==> src/hdl/lsc_pkg.sv <==
// Package: types, widths, region codes and helpers for the line segment clipper.
package lsc_pkg;

    localparam int COORD_BITS = 16;
    // Working coordinates are wider: a moved endpoint may leave the input range.
    localparam int WIDE_BITS  = 36;
    localparam int DIFF_BITS  = WIDE_BITS + 1;
    localparam int PROD_BITS  = 2 * DIFF_BITS;
    localparam int MAX_ROUNDS = 4;
    localparam int ROUND_BITS = $clog2(MAX_ROUNDS + 1);

    typedef logic signed [COORD_BITS-1:0] t_coord;
    typedef logic signed [WIDE_BITS-1:0]  t_wide;
    typedef logic signed [DIFF_BITS-1:0]  t_diff;
    typedef logic [1:0]                   t_cfg_idx;
    typedef logic [3:0]                   t_code;

    localparam t_cfg_idx REG_LEFT   = 2'd0;
    localparam t_cfg_idx REG_RIGHT  = 2'd1;
    localparam t_cfg_idx REG_BOTTOM = 2'd2;
    localparam t_cfg_idx REG_TOP    = 2'd3;

    localparam t_code CODE_LEFT   = 4'd1;
    localparam t_code CODE_RIGHT  = 4'd2;
    localparam t_code CODE_BOTTOM = 4'd4;
    localparam t_code CODE_TOP    = 4'd8;

    localparam t_coord RESET_LEFT   = 16'sd100;
    localparam t_coord RESET_RIGHT  = 16'sd300;
    localparam t_coord RESET_BOTTOM = 16'sd100;
    localparam t_coord RESET_TOP    = 16'sd300;

    // Outcode of a point against the window.
    function automatic t_code region(t_wide x, t_wide y, t_wide l, t_wide r,
                                     t_wide b, t_wide t);
        t_code c;
        c = '0;
        if (x < l) begin
            c = c | CODE_LEFT;
        end else if (x > r) begin
            c = c | CODE_RIGHT;
        end
        if (y < b) begin
            c = c | CODE_BOTTOM;
        end else if (y > t) begin
            c = c | CODE_TOP;
        end
        return c;
    endfunction

    function automatic logic [DIFF_BITS-1:0] mag(t_diff v);
        return v[DIFF_BITS-1] ? DIFF_BITS'(-v) : DIFF_BITS'(v);
    endfunction

endpackage

==> src/hdl/lsc_seg_if.sv <==
// Interface: segment input channel.
interface lsc_seg_if;
    logic valid;
    logic ready;
    lsc_pkg::t_coord start_x;
    lsc_pkg::t_coord start_y;
    lsc_pkg::t_coord end_x;
    lsc_pkg::t_coord end_y;

    modport source (output valid, start_x, start_y, end_x, end_y, input ready);
    modport sink   (input valid, start_x, start_y, end_x, end_y, output ready);
endinterface

==> src/hdl/lsc_res_if.sv <==
// Interface: clip result output channel.
interface lsc_res_if;
    logic valid;
    logic ready;
    logic accepted;
    lsc_pkg::t_coord clip_start_x;
    lsc_pkg::t_coord clip_start_y;
    lsc_pkg::t_coord clip_end_x;
    lsc_pkg::t_coord clip_end_y;

    modport source (output valid, accepted, clip_start_x, clip_start_y, clip_end_x,
                    clip_end_y, input ready);
    modport sink   (input valid, accepted, clip_start_x, clip_start_y, clip_end_x,
                    clip_end_y, output ready);
endinterface

==> src/hdl/lsc_muldiv.sv <==
// Module: sequential a*b/c with truncation toward zero (shift-add, then restoring divide).
module lsc_muldiv (
    input  logic           i_clk,
    input  logic           i_rst_n,
    input  logic           i_start,
    input  lsc_pkg::t_diff i_a,
    input  lsc_pkg::t_diff i_b,
    input  lsc_pkg::t_diff i_c,
    output logic           o_done,
    output lsc_pkg::t_diff o_q
);
    import lsc_pkg::*;

    localparam int CNT_BITS = $clog2(PROD_BITS);

    typedef enum logic [1:0] {S_IDLE, S_MUL, S_DIV, S_DONE} t_state;

    t_state                r_state;
    logic [CNT_BITS-1:0]   r_cnt;
    logic [PROD_BITS-1:0]  r_acc;
    logic [PROD_BITS-1:0]  r_mcand;
    logic [DIFF_BITS-1:0]  r_mplier;
    logic [DIFF_BITS-1:0]  r_div;
    logic [DIFF_BITS-1:0]  r_rem;
    logic [DIFF_BITS-1:0]  r_q;
    logic                  r_neg;
    logic [DIFF_BITS:0]    n_rem;
    logic                  n_fit;

    assign n_rem = {r_rem, r_acc[PROD_BITS-1]};
    assign n_fit = n_rem >= {1'b0, r_div};

    always_ff @(posedge i_clk) begin
        if (!i_rst_n) begin
            r_state <= S_IDLE;
        end else begin
            unique case (r_state)
                S_IDLE: begin
                    if (i_start) begin
                        r_mcand  <= PROD_BITS'(mag(i_a));
                        r_mplier <= mag(i_b);
                        r_div    <= mag(i_c);
                        r_neg    <= i_a[DIFF_BITS-1] ^ i_b[DIFF_BITS-1] ^ i_c[DIFF_BITS-1];
                        r_acc    <= '0;
                        r_cnt    <= '0;
                        r_state  <= S_MUL;
                    end
                end
                S_MUL: begin
                    if (r_mplier[0]) begin
                        r_acc <= r_acc + r_mcand;
                    end
                    r_mcand  <= r_mcand << 1;
                    r_mplier <= r_mplier >> 1;
                    if (r_cnt == CNT_BITS'(DIFF_BITS - 1)) begin
                        r_cnt   <= '0;
                        r_rem   <= '0;
                        r_q     <= '0;
                        r_state <= S_DIV;
                    end else begin
                        r_cnt <= r_cnt + 1'b1;
                    end
                end
                S_DIV: begin
                    r_acc <= r_acc << 1;
                    if (n_fit) begin
                        r_rem <= DIFF_BITS'(n_rem - {1'b0, r_div});
                    end else begin
                        r_rem <= DIFF_BITS'(n_rem);
                    end
                    r_q   <= {r_q[DIFF_BITS-2:0], n_fit};
                    r_cnt <= r_cnt + 1'b1;
                    if (r_cnt == CNT_BITS'(PROD_BITS - 1)) begin
                        r_state <= S_DONE;
                    end
                end
                S_DONE: begin
                    r_state <= S_IDLE;
                end
                default: r_state <= S_IDLE;
            endcase
        end
    end

    assign o_done = (r_state == S_DONE);
    // A zero divisor yields zero.
    assign o_q = (r_div == '0) ? '0 : (r_neg ? -t_diff'(r_q) : t_diff'(r_q));

endmodule

==> src/hdl/line_segment_window_clipper_unit.sv <==
// Top level: Cohen-Sutherland line clipper against a programmable window.
//
//  Channel   Dir  Handshake          Payload
//  i_seg     in   valid/ready        start_x, start_y, end_x, end_y (16-bit signed)
//  o_res     out  valid/ready        accepted, clip_start_x/y, clip_end_x/y
//  i_cfg_*   in   write enable only  index 0..3 (left, right, bottom, top), 16-bit data
//
// Each region test is made in the evaluate state. Each endpoint move then waits on the
// single serial multiply/divide unit: 37 multiply steps, 74 divide steps and a done
// state. A segment takes at most four moves. The block returns to idle after each
// segment to take the next one, so one segment is in work at a time.
// Reset is synchronous and active low; it loads the default window.
// The finished beat sits in an output register, so a stalled sink only holds
// the next segment at its final step.
module line_segment_window_clipper_unit (
    input  logic              i_clk,
    input  logic              i_rst_n,
    input  logic              i_cfg_we,
    input  lsc_pkg::t_cfg_idx i_cfg_idx,
    input  lsc_pkg::t_coord   i_cfg_data,
    lsc_seg_if.sink           i_seg,
    lsc_res_if.source         o_res
);
    import lsc_pkg::*;

    typedef enum logic [1:0] {S_IDLE, S_EVAL, S_WAIT} t_state;

    t_state                r_state;
    t_coord                r_win_l, r_win_r, r_win_b, r_win_t;
    t_wide                 r_x1, r_y1, r_x2, r_y2;
    logic [ROUND_BITS-1:0] r_round;
    logic                  r_move1;
    logic                  r_yedge;   // Moving onto a horizontal edge (top or bottom).
    t_wide                 r_edge;
    logic                  r_out_valid;
    logic                  r_out_acc;
    t_coord                r_out_x1, r_out_y1, r_out_x2, r_out_y2;

    t_wide  w_l, w_r, w_b, w_t;
    t_code  n_c1, n_c2, n_c;
    logic   n_start;
    t_diff  n_a, n_b, n_div;
    t_diff  n_q;
    logic   n_done;
    logic   n_accept, n_reject, n_finish, n_out_free;
    t_wide  n_edge;
    logic   n_yedge;
    t_wide  n_moved;

    assign w_l = WIDE_BITS'(r_win_l);
    assign w_r = WIDE_BITS'(r_win_r);
    assign w_b = WIDE_BITS'(r_win_b);
    assign w_t = WIDE_BITS'(r_win_t);

    assign n_c1 = region(r_x1, r_y1, w_l, w_r, w_b, w_t);
    assign n_c2 = region(r_x2, r_y2, w_l, w_r, w_b, w_t);
    assign n_c  = (n_c1 != '0) ? n_c1 : n_c2;

    assign n_accept   = ((n_c1 | n_c2) == '0);
    // Shared outcode bits, or the round budget spent, end the work as a reject.
    assign n_reject   = !n_accept && (((n_c1 & n_c2) != '0) ||
                        (r_round == ROUND_BITS'(MAX_ROUNDS)));
    assign n_out_free = !r_out_valid || o_res.ready;
    assign n_finish   = (r_state == S_EVAL) && (n_accept || n_reject) && n_out_free;
    assign n_start    = (r_state == S_EVAL) && !n_accept && !n_reject;

    // Edge priority: top, bottom, right, left.
    always_comb begin
        n_yedge = 1'b1;
        n_edge  = w_t;
        if ((n_c & CODE_TOP) != '0) begin
            n_yedge = 1'b1;
            n_edge  = w_t;
        end else if ((n_c & CODE_BOTTOM) != '0) begin
            n_yedge = 1'b1;
            n_edge  = w_b;
        end else if ((n_c & CODE_RIGHT) != '0) begin
            n_yedge = 1'b0;
            n_edge  = w_r;
        end else begin
            n_yedge = 1'b0;
            n_edge  = w_l;
        end
        if (n_yedge) begin
            n_a   = DIFF_BITS'(r_x2) - DIFF_BITS'(r_x1);
            n_b   = DIFF_BITS'(n_edge) - DIFF_BITS'(r_y1);
            n_div = DIFF_BITS'(r_y2) - DIFF_BITS'(r_y1);
        end else begin
            n_a   = DIFF_BITS'(r_y2) - DIFF_BITS'(r_y1);
            n_b   = DIFF_BITS'(n_edge) - DIFF_BITS'(r_x1);
            n_div = DIFF_BITS'(r_x2) - DIFF_BITS'(r_x1);
        end
    end

    lsc_muldiv u_muldiv (
        .i_clk   (i_clk),
        .i_rst_n (i_rst_n),
        .i_start (n_start),
        .i_a     (n_a),
        .i_b     (n_b),
        .i_c     (n_div),
        .o_done  (n_done),
        .o_q     (n_q)
    );

    // The intersection is always measured from the first endpoint.
    assign n_moved = r_yedge ? WIDE_BITS'(DIFF_BITS'(r_x1) + n_q)
                             : WIDE_BITS'(DIFF_BITS'(r_y1) + n_q);

    always_ff @(posedge i_clk) begin
        if (!i_rst_n) begin
            r_state     <= S_IDLE;
            r_out_valid <= 1'b0;
            r_win_l     <= RESET_LEFT;
            r_win_r     <= RESET_RIGHT;
            r_win_b     <= RESET_BOTTOM;
            r_win_t     <= RESET_TOP;
        end else begin
            if (i_cfg_we) begin
                unique case (i_cfg_idx)
                    REG_LEFT:   r_win_l <= i_cfg_data;
                    REG_RIGHT:  r_win_r <= i_cfg_data;
                    REG_BOTTOM: r_win_b <= i_cfg_data;
                    REG_TOP:    r_win_t <= i_cfg_data;
                    default:    ;
                endcase
            end
            // A beat taken by the sink empties the register unless a new one replaces it.
            if (r_out_valid && o_res.ready && !n_finish) begin
                r_out_valid <= 1'b0;
            end
            unique case (r_state)
                S_IDLE: begin
                    if (i_seg.valid) begin
                        r_x1    <= WIDE_BITS'(i_seg.start_x);
                        r_y1    <= WIDE_BITS'(i_seg.start_y);
                        r_x2    <= WIDE_BITS'(i_seg.end_x);
                        r_y2    <= WIDE_BITS'(i_seg.end_y);
                        r_round <= '0;
                        r_state <= S_EVAL;
                    end
                end
                S_EVAL: begin
                    if (n_finish) begin
                        r_out_valid <= 1'b1;
                        r_out_acc   <= n_accept;
                        r_out_x1    <= n_accept ? COORD_BITS'(r_x1) : '0;
                        r_out_y1    <= n_accept ? COORD_BITS'(r_y1) : '0;
                        r_out_x2    <= n_accept ? COORD_BITS'(r_x2) : '0;
                        r_out_y2    <= n_accept ? COORD_BITS'(r_y2) : '0;
                        r_state     <= S_IDLE;
                    end else if (n_start) begin
                        r_move1 <= (n_c1 != '0);
                        r_yedge <= n_yedge;
                        r_edge  <= n_edge;
                        r_state <= S_WAIT;
                    end
                end
                S_WAIT: begin
                    if (n_done) begin
                        if (r_move1) begin
                            r_x1 <= r_yedge ? n_moved : r_edge;
                            r_y1 <= r_yedge ? r_edge : n_moved;
                        end else begin
                            r_x2 <= r_yedge ? n_moved : r_edge;
                            r_y2 <= r_yedge ? r_edge : n_moved;
                        end
                        r_round <= r_round + 1'b1;
                        r_state <= S_EVAL;
                    end
                end
                default: r_state <= S_IDLE;
            endcase
        end
    end

    assign i_seg.ready        = (r_state == S_IDLE);
    assign o_res.valid        = r_out_valid;
    assign o_res.accepted     = r_out_acc;
    assign o_res.clip_start_x = r_out_x1;
    assign o_res.clip_start_y = r_out_y1;
    assign o_res.clip_end_x   = r_out_x2;
    assign o_res.clip_end_y   = r_out_y2;

endmodule

==> src/flat_wrapper.sv <==
// flat-port wrapper written by rule: the top's interface ports become plain ports
module line_segment_window_clipper_unit_flat import lsc_pkg::*;
  (i_clk, i_rst_n, i_cfg_we, i_cfg_idx, i_cfg_data, i_seg_valid, i_seg_start_x, i_seg_start_y, i_seg_end_x, i_seg_end_y, i_seg_ready, o_res_valid, o_res_accepted, o_res_clip_start_x, o_res_clip_start_y, o_res_clip_end_x, o_res_clip_end_y, o_res_ready);
  lsc_seg_if i_seg_i ();
  lsc_res_if o_res_i ();
  input  logic i_clk;
  input  logic i_rst_n;
  input  logic i_cfg_we;
  input  lsc_pkg::t_cfg_idx i_cfg_idx;
  input  lsc_pkg::t_coord i_cfg_data;
  input wire logic [$bits(i_seg_i.valid)-1:0] i_seg_valid;
  input wire logic [$bits(i_seg_i.start_x)-1:0] i_seg_start_x;
  input wire logic [$bits(i_seg_i.start_y)-1:0] i_seg_start_y;
  input wire logic [$bits(i_seg_i.end_x)-1:0] i_seg_end_x;
  input wire logic [$bits(i_seg_i.end_y)-1:0] i_seg_end_y;
  output wire logic [$bits(i_seg_i.ready)-1:0] i_seg_ready;
  output wire logic [$bits(o_res_i.valid)-1:0] o_res_valid;
  output wire logic [$bits(o_res_i.accepted)-1:0] o_res_accepted;
  output wire logic [$bits(o_res_i.clip_start_x)-1:0] o_res_clip_start_x;
  output wire logic [$bits(o_res_i.clip_start_y)-1:0] o_res_clip_start_y;
  output wire logic [$bits(o_res_i.clip_end_x)-1:0] o_res_clip_end_x;
  output wire logic [$bits(o_res_i.clip_end_y)-1:0] o_res_clip_end_y;
  input wire logic [$bits(o_res_i.ready)-1:0] o_res_ready;
  assign i_seg_i.valid = i_seg_valid;
  assign i_seg_i.start_x = i_seg_start_x;
  assign i_seg_i.start_y = i_seg_start_y;
  assign i_seg_i.end_x = i_seg_end_x;
  assign i_seg_i.end_y = i_seg_end_y;
  assign i_seg_ready = i_seg_i.ready;
  assign o_res_valid = o_res_i.valid;
  assign o_res_accepted = o_res_i.accepted;
  assign o_res_clip_start_x = o_res_i.clip_start_x;
  assign o_res_clip_start_y = o_res_i.clip_start_y;
  assign o_res_clip_end_x = o_res_i.clip_end_x;
  assign o_res_clip_end_y = o_res_i.clip_end_y;
  assign o_res_i.ready = o_res_ready;
  line_segment_window_clipper_unit u_core (.i_clk(i_clk), .i_rst_n(i_rst_n), .i_cfg_we(i_cfg_we), .i_cfg_idx(i_cfg_idx), .i_cfg_data(i_cfg_data), .i_seg(i_seg_i), .o_res(o_res_i));
endmodule
==> config.mk <==
export PLATFORM = sky130hd
export DESIGN_NAME = line_segment_window_clipper_unit_flat
export DESIGN_NICKNAME = d
export VERILOG_FILES = /design/src/hdl/lsc_pkg.sv /design/src/hdl/lsc_seg_if.sv /design/src/hdl/lsc_res_if.sv /design/src/hdl/lsc_muldiv.sv /design/src/hdl/line_segment_window_clipper_unit.sv /design/src/flat_wrapper.sv
export SDC_FILE = /design/constraint.sdc
export NUM_CORES = 2
export LEC_CHECK = 0
export ABC_AREA = 0
export CAP_MARGIN = 20
export CORE_ASPECT_RATIO = 1.5
export CORE_MARGIN = 2
export CORE_UTILIZATION = 41
export DETAILED_ROUTE_END_ITERATION = 12
export DONT_BUFFER_PORTS = 1
export PLACE_DENSITY = 0.59
export SYNTH_ARGS = -nofsm -noshare
export SYNTH_HDL_FRONTEND = slang
export SYNTH_SLANG_ARGS = --single-unit
export TNS_END_PERCENT = 5
==> constraint.sdc <==
create_clock -name i_clk -period 9.5 [get_ports i_clk]
set_clock_uncertainty 0.1 [all_clocks]
set_input_delay 1.425 -clock i_clk [delete_from_list [all_inputs] [get_ports i_clk]]
set_output_delay 1.425 -clock i_clk [all_outputs]
set_load 0.02 [all_outputs]
Word level (Yosys, flattened, before mapping)

Cells that the tools add are included.

Register bits after elaboration: 622

$add $sub $neg: 14
Reduce and logical (&&, ||, !) cells: 41
Mux-type cells: 70
Equality and inequality tests: 20
Order comparisons: 9
Bitwise logic cells: 5

Operator list:

| cell                 | number |
|---|---|
| $mux W36             | 21 |
| $pmux W36 S2         | 5 |
| $mux W37             | 8 |
| $mux W74             | 3 |
| $pmux W74 S3         | 1 |
| $pmux W37 S2         | 2 |
| $pmux W74 S2         | 1 |
| $sub A36 B36 Y37     | 4 |
| $gt A36 B16 Y1       | 4 |
| $lt A36 B16 Y1       | 4 |
| $neg A37 Y37         | 3 |
| $add A74 B74 Y74     | 1 |
| $add A36 B36 Y36     | 2 |
| $ge A38 B37 Y1       | 1 |
| $logic_not A37 Y1    | 1 |
| $sub A37 B37 Y37     | 1 |
| $neg A36 Y36         | 1 |
| $mux W4              | 6 |
| $pmux W7 S3          | 1 |
| $reduce_and A3 Y1    | 7 |
| $mux W2              | 10 |
| $mux W7              | 2 |
| $reduce_and A4 Y1    | 3 |
| $eq A2 B2 Y1 const B | 5 |
| 28 further kinds     | 62 |

Depth between registers and ports, before layout

Depth after elaboration: 17
Depth in mapped cells: 34

Modules after synthesis

From an unflattened synthesis, not the netlist that was laid out.

Cells, all modules: 5326
Area, all modules: 48773.0 µm²

Modules (own cells, without submodules):

| module                           | cells each | area an instance (µm²) | sequential area each (µm²) | instances |
|---|---|---|---|---|
| line_segment_window_clipper_unit | 2995       | 26963.4                | 8247.9                     | 1 |
| lsc_muldiv                       | 2331       | 21809.7                | 9168.8                     | 1 |

Least setup slack after synthesis

OpenSTA, ideal clock, no wires.

Path kind: reg2reg
Start point: register u_core.r_win_t[15]
End point: register u_core.u_muldiv.r_mcand[0], enable pin
Slack: -0.656 ns
Arrival time: 9.438 ns
Setup time: 0.618 ns
Required time: 8.782 ns
Path buffers: 0
Cell stages (with the launch flop): 17
Cells stage by stage: dfxtp_1 -> inv_1 -> ha_1 -> a211oi_1 -> o21ai_0 -> a221o_1 -> a21oi_1 -> o221ai_1 -> xor2_1 -> o21ai_0 -> nor2_1 -> inv_1 -> nor4b_1 -> or4_1 -> nor3b_1 -> o21ai_0 -> a21oi_1

Cells in the longest elaborated chain, start to end: 11
Elaborated cells between the ends (all ways): 18

Ends and longest elaborated chain:

| item                                                          | line                                                                           | text |
|---|---|---|
| start, declared                                               | line_segment_window_clipper_unit.sv:29                                         | `t_coord r_win_l, r_win_r, r_win_b, r_win_t;` |
| start signal, assigned                                        | line_segment_window_clipper_unit.sv:124                                        | `REG_TOP: r_win_t <= i_cfg_data;` |
| $gt A36 B16 Y1                                                | lsc_pkg.sv:45                                                                  | `end else if (y > t) begin` |
| $mux W4                                                       | lsc_pkg.sv:45                                                                  |  |
| $mux W4                                                       | lsc_pkg.sv:43                                                                  | `if (y < b) begin` |
| $or A4 B4 Y4 / $and A4 B4 Y4 (equally long branches)          | line_segment_window_clipper_unit.sv:59, line_segment_window_clipper_unit.sv:61 |  |
| $logic_not A4 Y1 / $reduce_bool A4 Y1 (equally long branches) | line_segment_window_clipper_unit.sv:59, line_segment_window_clipper_unit.sv:61 |  |
| $logic_not A1 Y1 / $logic_or A1 B1 Y1 (equally long branches) | line_segment_window_clipper_unit.sv:61, line_segment_window_clipper_unit.sv:65 |  |
| $logic_and A1 B1 Y1                                           | line_segment_window_clipper_unit.sv:61                                         | `assign n_reject = !n_accept && (((n_c1 & n_c2) != '0) \|\|` |
| $logic_not A1 Y1                                              | line_segment_window_clipper_unit.sv:65                                         | `assign n_start = (r_state == S_EVAL) && !n_accept && !n_reject;` |
| $logic_and A1 B1 Y1 (*)                                       | line_segment_window_clipper_unit.sv:65                                         |  |
| $ne A2 B1 Y1 (no line) (*)                                    | --                                                                             |  |
| $reduce_and A3 Y1 (no line) (*)                               | --                                                                             |  |
| end signal, assigned                                          | lsc_muldiv.sv:40                                                               | `r_mcand <= PROD_BITS'(mag(i_a));` |
| end signal, assigned                                          | lsc_muldiv.sv:53                                                               | `r_mcand <= r_mcand << 1;` |
| end, declared                                                 | lsc_muldiv.sv:21                                                               | `logic [PROD_BITS-1:0] r_mcand;` |

Every way passes the cells marked *; elsewhere a longest branch is shown, timed or not.
A chain may end at the register's enable or synchronous reset.

Worst setup path after layout

Start point: register u_core.r_win_t[15]
End point: register u_core.u_muldiv.r_mplier[35] (data pin)

Cells in the longest elaborated chain, start to end: 14
Elaborated cells between the ends (all ways): 20

Ends and longest elaborated chain:

| item                                | line                                                                           | text |
|---|---|---|
| $gt A36 B16 Y1                      | lsc_pkg.sv:45                                                                  |  |
| $mux W4                             | lsc_pkg.sv:45                                                                  |  |
| $mux W4                             | lsc_pkg.sv:43                                                                  |  |
| $reduce_bool A4 Y1                  | line_segment_window_clipper_unit.sv:57                                         | `assign n_c = (n_c1 != '0) ? n_c1 : n_c2;` |
| $mux W4                             | line_segment_window_clipper_unit.sv:57                                         |  |
| $mux W36                            | line_segment_window_clipper_unit.sv:77                                         | `end else if ((n_c & CODE_RIGHT) != '0) begin` |
| $mux W36                            | line_segment_window_clipper_unit.sv:74                                         | `end else if ((n_c & CODE_BOTTOM) != '0) begin` |
| $mux W36                            | line_segment_window_clipper_unit.sv:71                                         | `if ((n_c & CODE_TOP) != '0) begin` |
| $sub A36 B36 Y37 (on tied branches) | line_segment_window_clipper_unit.sv:90, line_segment_window_clipper_unit.sv:86 |  |
| $mux W37 (*)                        | line_segment_window_clipper_unit.sv:84                                         | `if (n_yedge) begin` |
| $neg A37 Y37                        | lsc_pkg.sv:52                                                                  | `return v[DIFF_BITS-1] ? DIFF_BITS'(-v) : DIFF_BITS'(v);` |
| $mux W37 (*)                        | lsc_pkg.sv:52                                                                  |  |
| $mux W37 (*)                        | lsc_muldiv.sv:39                                                               | `if (i_start) begin` |
| $pmux W37 S2 (*)                    | lsc_muldiv.sv:37                                                               | `unique case (r_state)` |
| end signal, assigned                | lsc_muldiv.sv:41                                                               | `r_mplier <= mag(i_b);` |
| end signal, assigned                | lsc_muldiv.sv:54                                                               | `r_mplier <= r_mplier >> 1;` |
| end, declared                       | lsc_muldiv.sv:22                                                               | `logic [DIFF_BITS-1:0] r_mplier;` |

Every way passes the cells marked *; elsewhere a longest branch is shown, timed or not. The select of a mux whose other input is x is not followed.

==> results.toml <==
[clocking]
root_buffer = "clkbuf_16"
clockBufferDepth = 3
post_cts_resize_count = 0
cts_hold_buf = 0
tritoncts = "built"
clk_pin_slew_ns = 0.06
cts_buffers = 68
post_cts_buffers = 0
clk_latency_ns = 0.69
htree_levels = 3
cts_sinks = 602

[layout]
multi_input_area_sq_mm = 0.03039
drive_gt1_share_pct = 5.503
layoutNonFillerInstCount = 7052
fillers = 11700
area_delta_synth_final_pct = 8.698
regArea_sq_mm = 0.01739
final_nets = 6062

[synthesis]
synth_top_cell_by_area = "edfxtp_1"
syn_area_sq_mm = 0.04942
avgSynthCellArea_sq_um = 9.052
synth_common_cells = "nand2_1, ha_1, edfxtp_1, nor2_1, a21oi_1"
yosysTopAreaCellShare_pct = 32.38
ys_types = 99
synth_most_common_cell = "nand2_1"
synth_area_leaders = "edfxtp_1, ha_1, nand2_1, a21oi_1, o21ai_0"
async_reset_ff_share_pct = 0
synth_edf_count = 533
synth_nets = 6104
syn_inst = 5460
ys_warn_count = 0
ys_seq_area_share_pct = 35.18
ys_ff_latch = 602
synth_flop_cell = "edfxtp_1"

[die]
die-area_sq_mm = 0.1234
dieWidth_um = 287.5
start_util_pct = 41.17
core_area_sq_mm = 0.1200
rows = 156
ios = 154
chipHeight_um = 429.2

[routing]
ant_nets = 0
viasPerCell = 5.963
drt-initial-drc-count = 3149
wire_per_inst_um = 25.66
wl_met2_mm = 88.41
drc = 0
wl_mm = 180.9
firstDrtPassIters = 7
vias = 42050
dr.max_layer_used = "met5"
met1_length_mm = 65.03
wl_met3_mm = 10.08

[setup_path]
r2r_cells = 33
slowest_stage = "or4b_1"
cp-end-kind = "register"
r2r-start = "u_core.r_win_t[15]"
path_max_fanout = 26
max_stage_delay_ns = 0.58
cp.arrival_ns = 9.07
cp.required_ns = 9.82
r2r_setup_slack_ns = 0.74
crit_type = "register to register"
cp_common_cell = "o21ai_0"
timing.rr.end = "u_core.u_muldiv.r_mplier[35]"
start_kind = "register"

[pwr]
clkPwrFrac_pct = 24.3
leakage_uw = 0.02155
swShare_pct = 39.48
power_uw = 11640
powerDensity_mw_per_mm2 = 216.7
power_frac_seq_pct = 31.8
internal_power_uw = 7044
power_frac_comb_pct = 43.9
p_switching_uw = 4596
ir_drop_v = 0.0001557

[min_path]
min_to = "u_core.r_win_t[11]"
min_from = "u_core.r_win_t[11]"
hp-class = "register to register"
min_path_cells = 2

[grt]
grt_pass1_vias = 41350
grt.overflow.total = 0
grt_pass1_wl_mm = 265.6
track_usage_pct = 28.92
antenna_found_initial = 4
grt_max_degree = 77

[sta]
hold_viol_final = 0
rsz0062_at_grt = "no"
relSlewSlack_pct = 24.04
finalSetupViolations = 0
tightestPinTransition_ns = 1.132
hold_ws_ns = 0.3651
fin_crit_ns = 8.755
tns_ns = 0
fin_crit_sh_pct = 92.16
fmax_mhz = 114.2
slew_violations = 0

[job]
maxCapViolations = 0

[placement]
place_congestion = 1.037
portBuffers = 0
dpl.cell_count = 6924
hpwl_mm = 142.9

[status]
status = "finished clean"
==> state kept, by name, indices dropped and copies added (netlist names), 3 cells and up <==
register and cells:
u_core.u_muldiv.r_acc 74, u_core.u_muldiv.r_mcand 74, u_core.u_muldiv.r_div 37, u_core.u_muldiv.r_mplier 37, u_core.u_muldiv.r_rem 37, u_core.r_x1 36
u_core.r_x2 36, u_core.r_y1 36, u_core.r_y2 36, u_core.u_muldiv.r_q 36, u_core.o_res.clip_end_x 16, u_core.o_res.clip_end_y 16
u_core.o_res.clip_start_x 16, u_core.o_res.clip_start_y 16, u_core.r_edge 16, u_core.r_win_b 16, u_core.r_win_l 16, u_core.r_win_r 16
u_core.r_win_t 16, u_core.u_muldiv.r_cnt 7, u_core.r_round 3
==> worst max path at each step <==
stage | startpoint | endpoint | slack [ns] | cells after the start
2_1_floorplan | u_core.r_win_t[15] | u_core.u_muldiv.r_acc[0] | -0.39 | 16
5_1_grt | u_core.r_win_t[15] | u_core.u_muldiv.r_mplier[35] | 0.25 | 33
3_3_place_gp | u_core.r_win_t[15] | u_core.u_muldiv.r_mplier[35] | 1.03 | 29
6_report | u_core.r_win_t[15] | u_core.u_muldiv.r_mplier[35] | 0.74 | 33
3_5_place_dp | u_core.r_win_t[15] | u_core.u_muldiv.r_mplier[35] | 0.94 | 29
4_1_cts | u_core.r_win_t[15] | u_core.u_muldiv.r_mplier[35] | 0.91 | 29
==> through the flow <==
step / area, sq um / worst slack, ns / utilization (%)
2_1_floorplan: 49430 / -0.3891 / -
3_3_place_gp: 51330 / 1.028 / 42.76
3_5_place_dp: 51350 / 0.9443 / 42.78
4_1_cts: 53660 / 0.9124 / 44.71
5_1_grt: 53720 / 0.2519 / 44.75
6_report: 53720 / 0.7446 / 44.76
==> cells by family (layout without fill, tap and decap cells) <==
family | Yosys count | count (layout) | synth area share [%]
AO/OA/AOI/OAI | 1554 | 1554 | 20.19
buffers and inverters | 464 | 474 | 3.590
flip-flops | 602 | 602 | 35.18
XOR/XNOR | 356 | 356 | 6.309
multiplexers | 150 | 150 | 3.149
adder cells (fa/ha/maj) | 557 | 557 | 14.19
other | 0 | 2 | 0
AND/OR/NAND/NOR | 1777 | 1777 | 17.40
==> metal layers <==
| metal | vias to the layer above | GRT usage [%] |
|---|---|---|
| met2 | 1443 | 49.91 |
| met3 | 527 | 4.453 |
| met4 | 2 | 23.96 |
| met1 | 20120 | 30.91 |
| met5 | - | 0 |
| li1 | 19960 | - |
==> power groups by stage <==
stage                     logic (uW)  registers (uW)  clock network, uW
after floorplan                 3860            3690                  0
after CTS                       5090            3700               2880
after global placement          5020            3750                  0
after detailed placement        5060            3750                  0
after global routing            5620            3720               2960
final                           5100            3700               2830
==> worst max-delay path: cells and delay by family (launching register included) <==
family / cells / cell delay [ns]
fa+ha+maj: 3 / 1.02
compound gates: 13 / 2.64
simple gates: 7 / 1.95
flops: 1 / 0.31
xor+xnor: 3 / 0.51
mux: 3 / 0.66
buf+inv: 4 / 1.27
==> layout by cell type (no fill, tap or decap), types with 44 or more instances in the layout <==
cell type and count:
a211oi_1 64, a21boi_0 62, a21o_1 209, a21oi_1 392, and2_1 165, buf_4 76, clkbuf_16 73, dfxtp_1 69
edfxtp_1 533, ha_1 550, inv_1 270, mux2i_1 108, nand2_1 564, nand2b_1 57, nand3_1 106, nand4_1 81
nor2_1 433, nor2b_1 57, nor3_1 73, o211ai_1 56, o21a_1 85, o21ai_0 372, o21bai_1 44, xnor2_1 182
xor2_1 174
==> final cells by class <==
| class | instances | area share, % |
|---|---|---|
| inverters | 273 | 1.917 |
| multi-input cells | 4394 | 56.56 |
| diodes | 2 | 0.009316 |
| repair buffers | 79 | 1.164 |
| clock inverters | 37 | 0.7872 |
| flip-flops and latches | 602 | 32.36 |
| clock buffers | 85 | 3.521 |
| well taps | 1580 | 3.680 |
(Power assumes the default switching activity.)
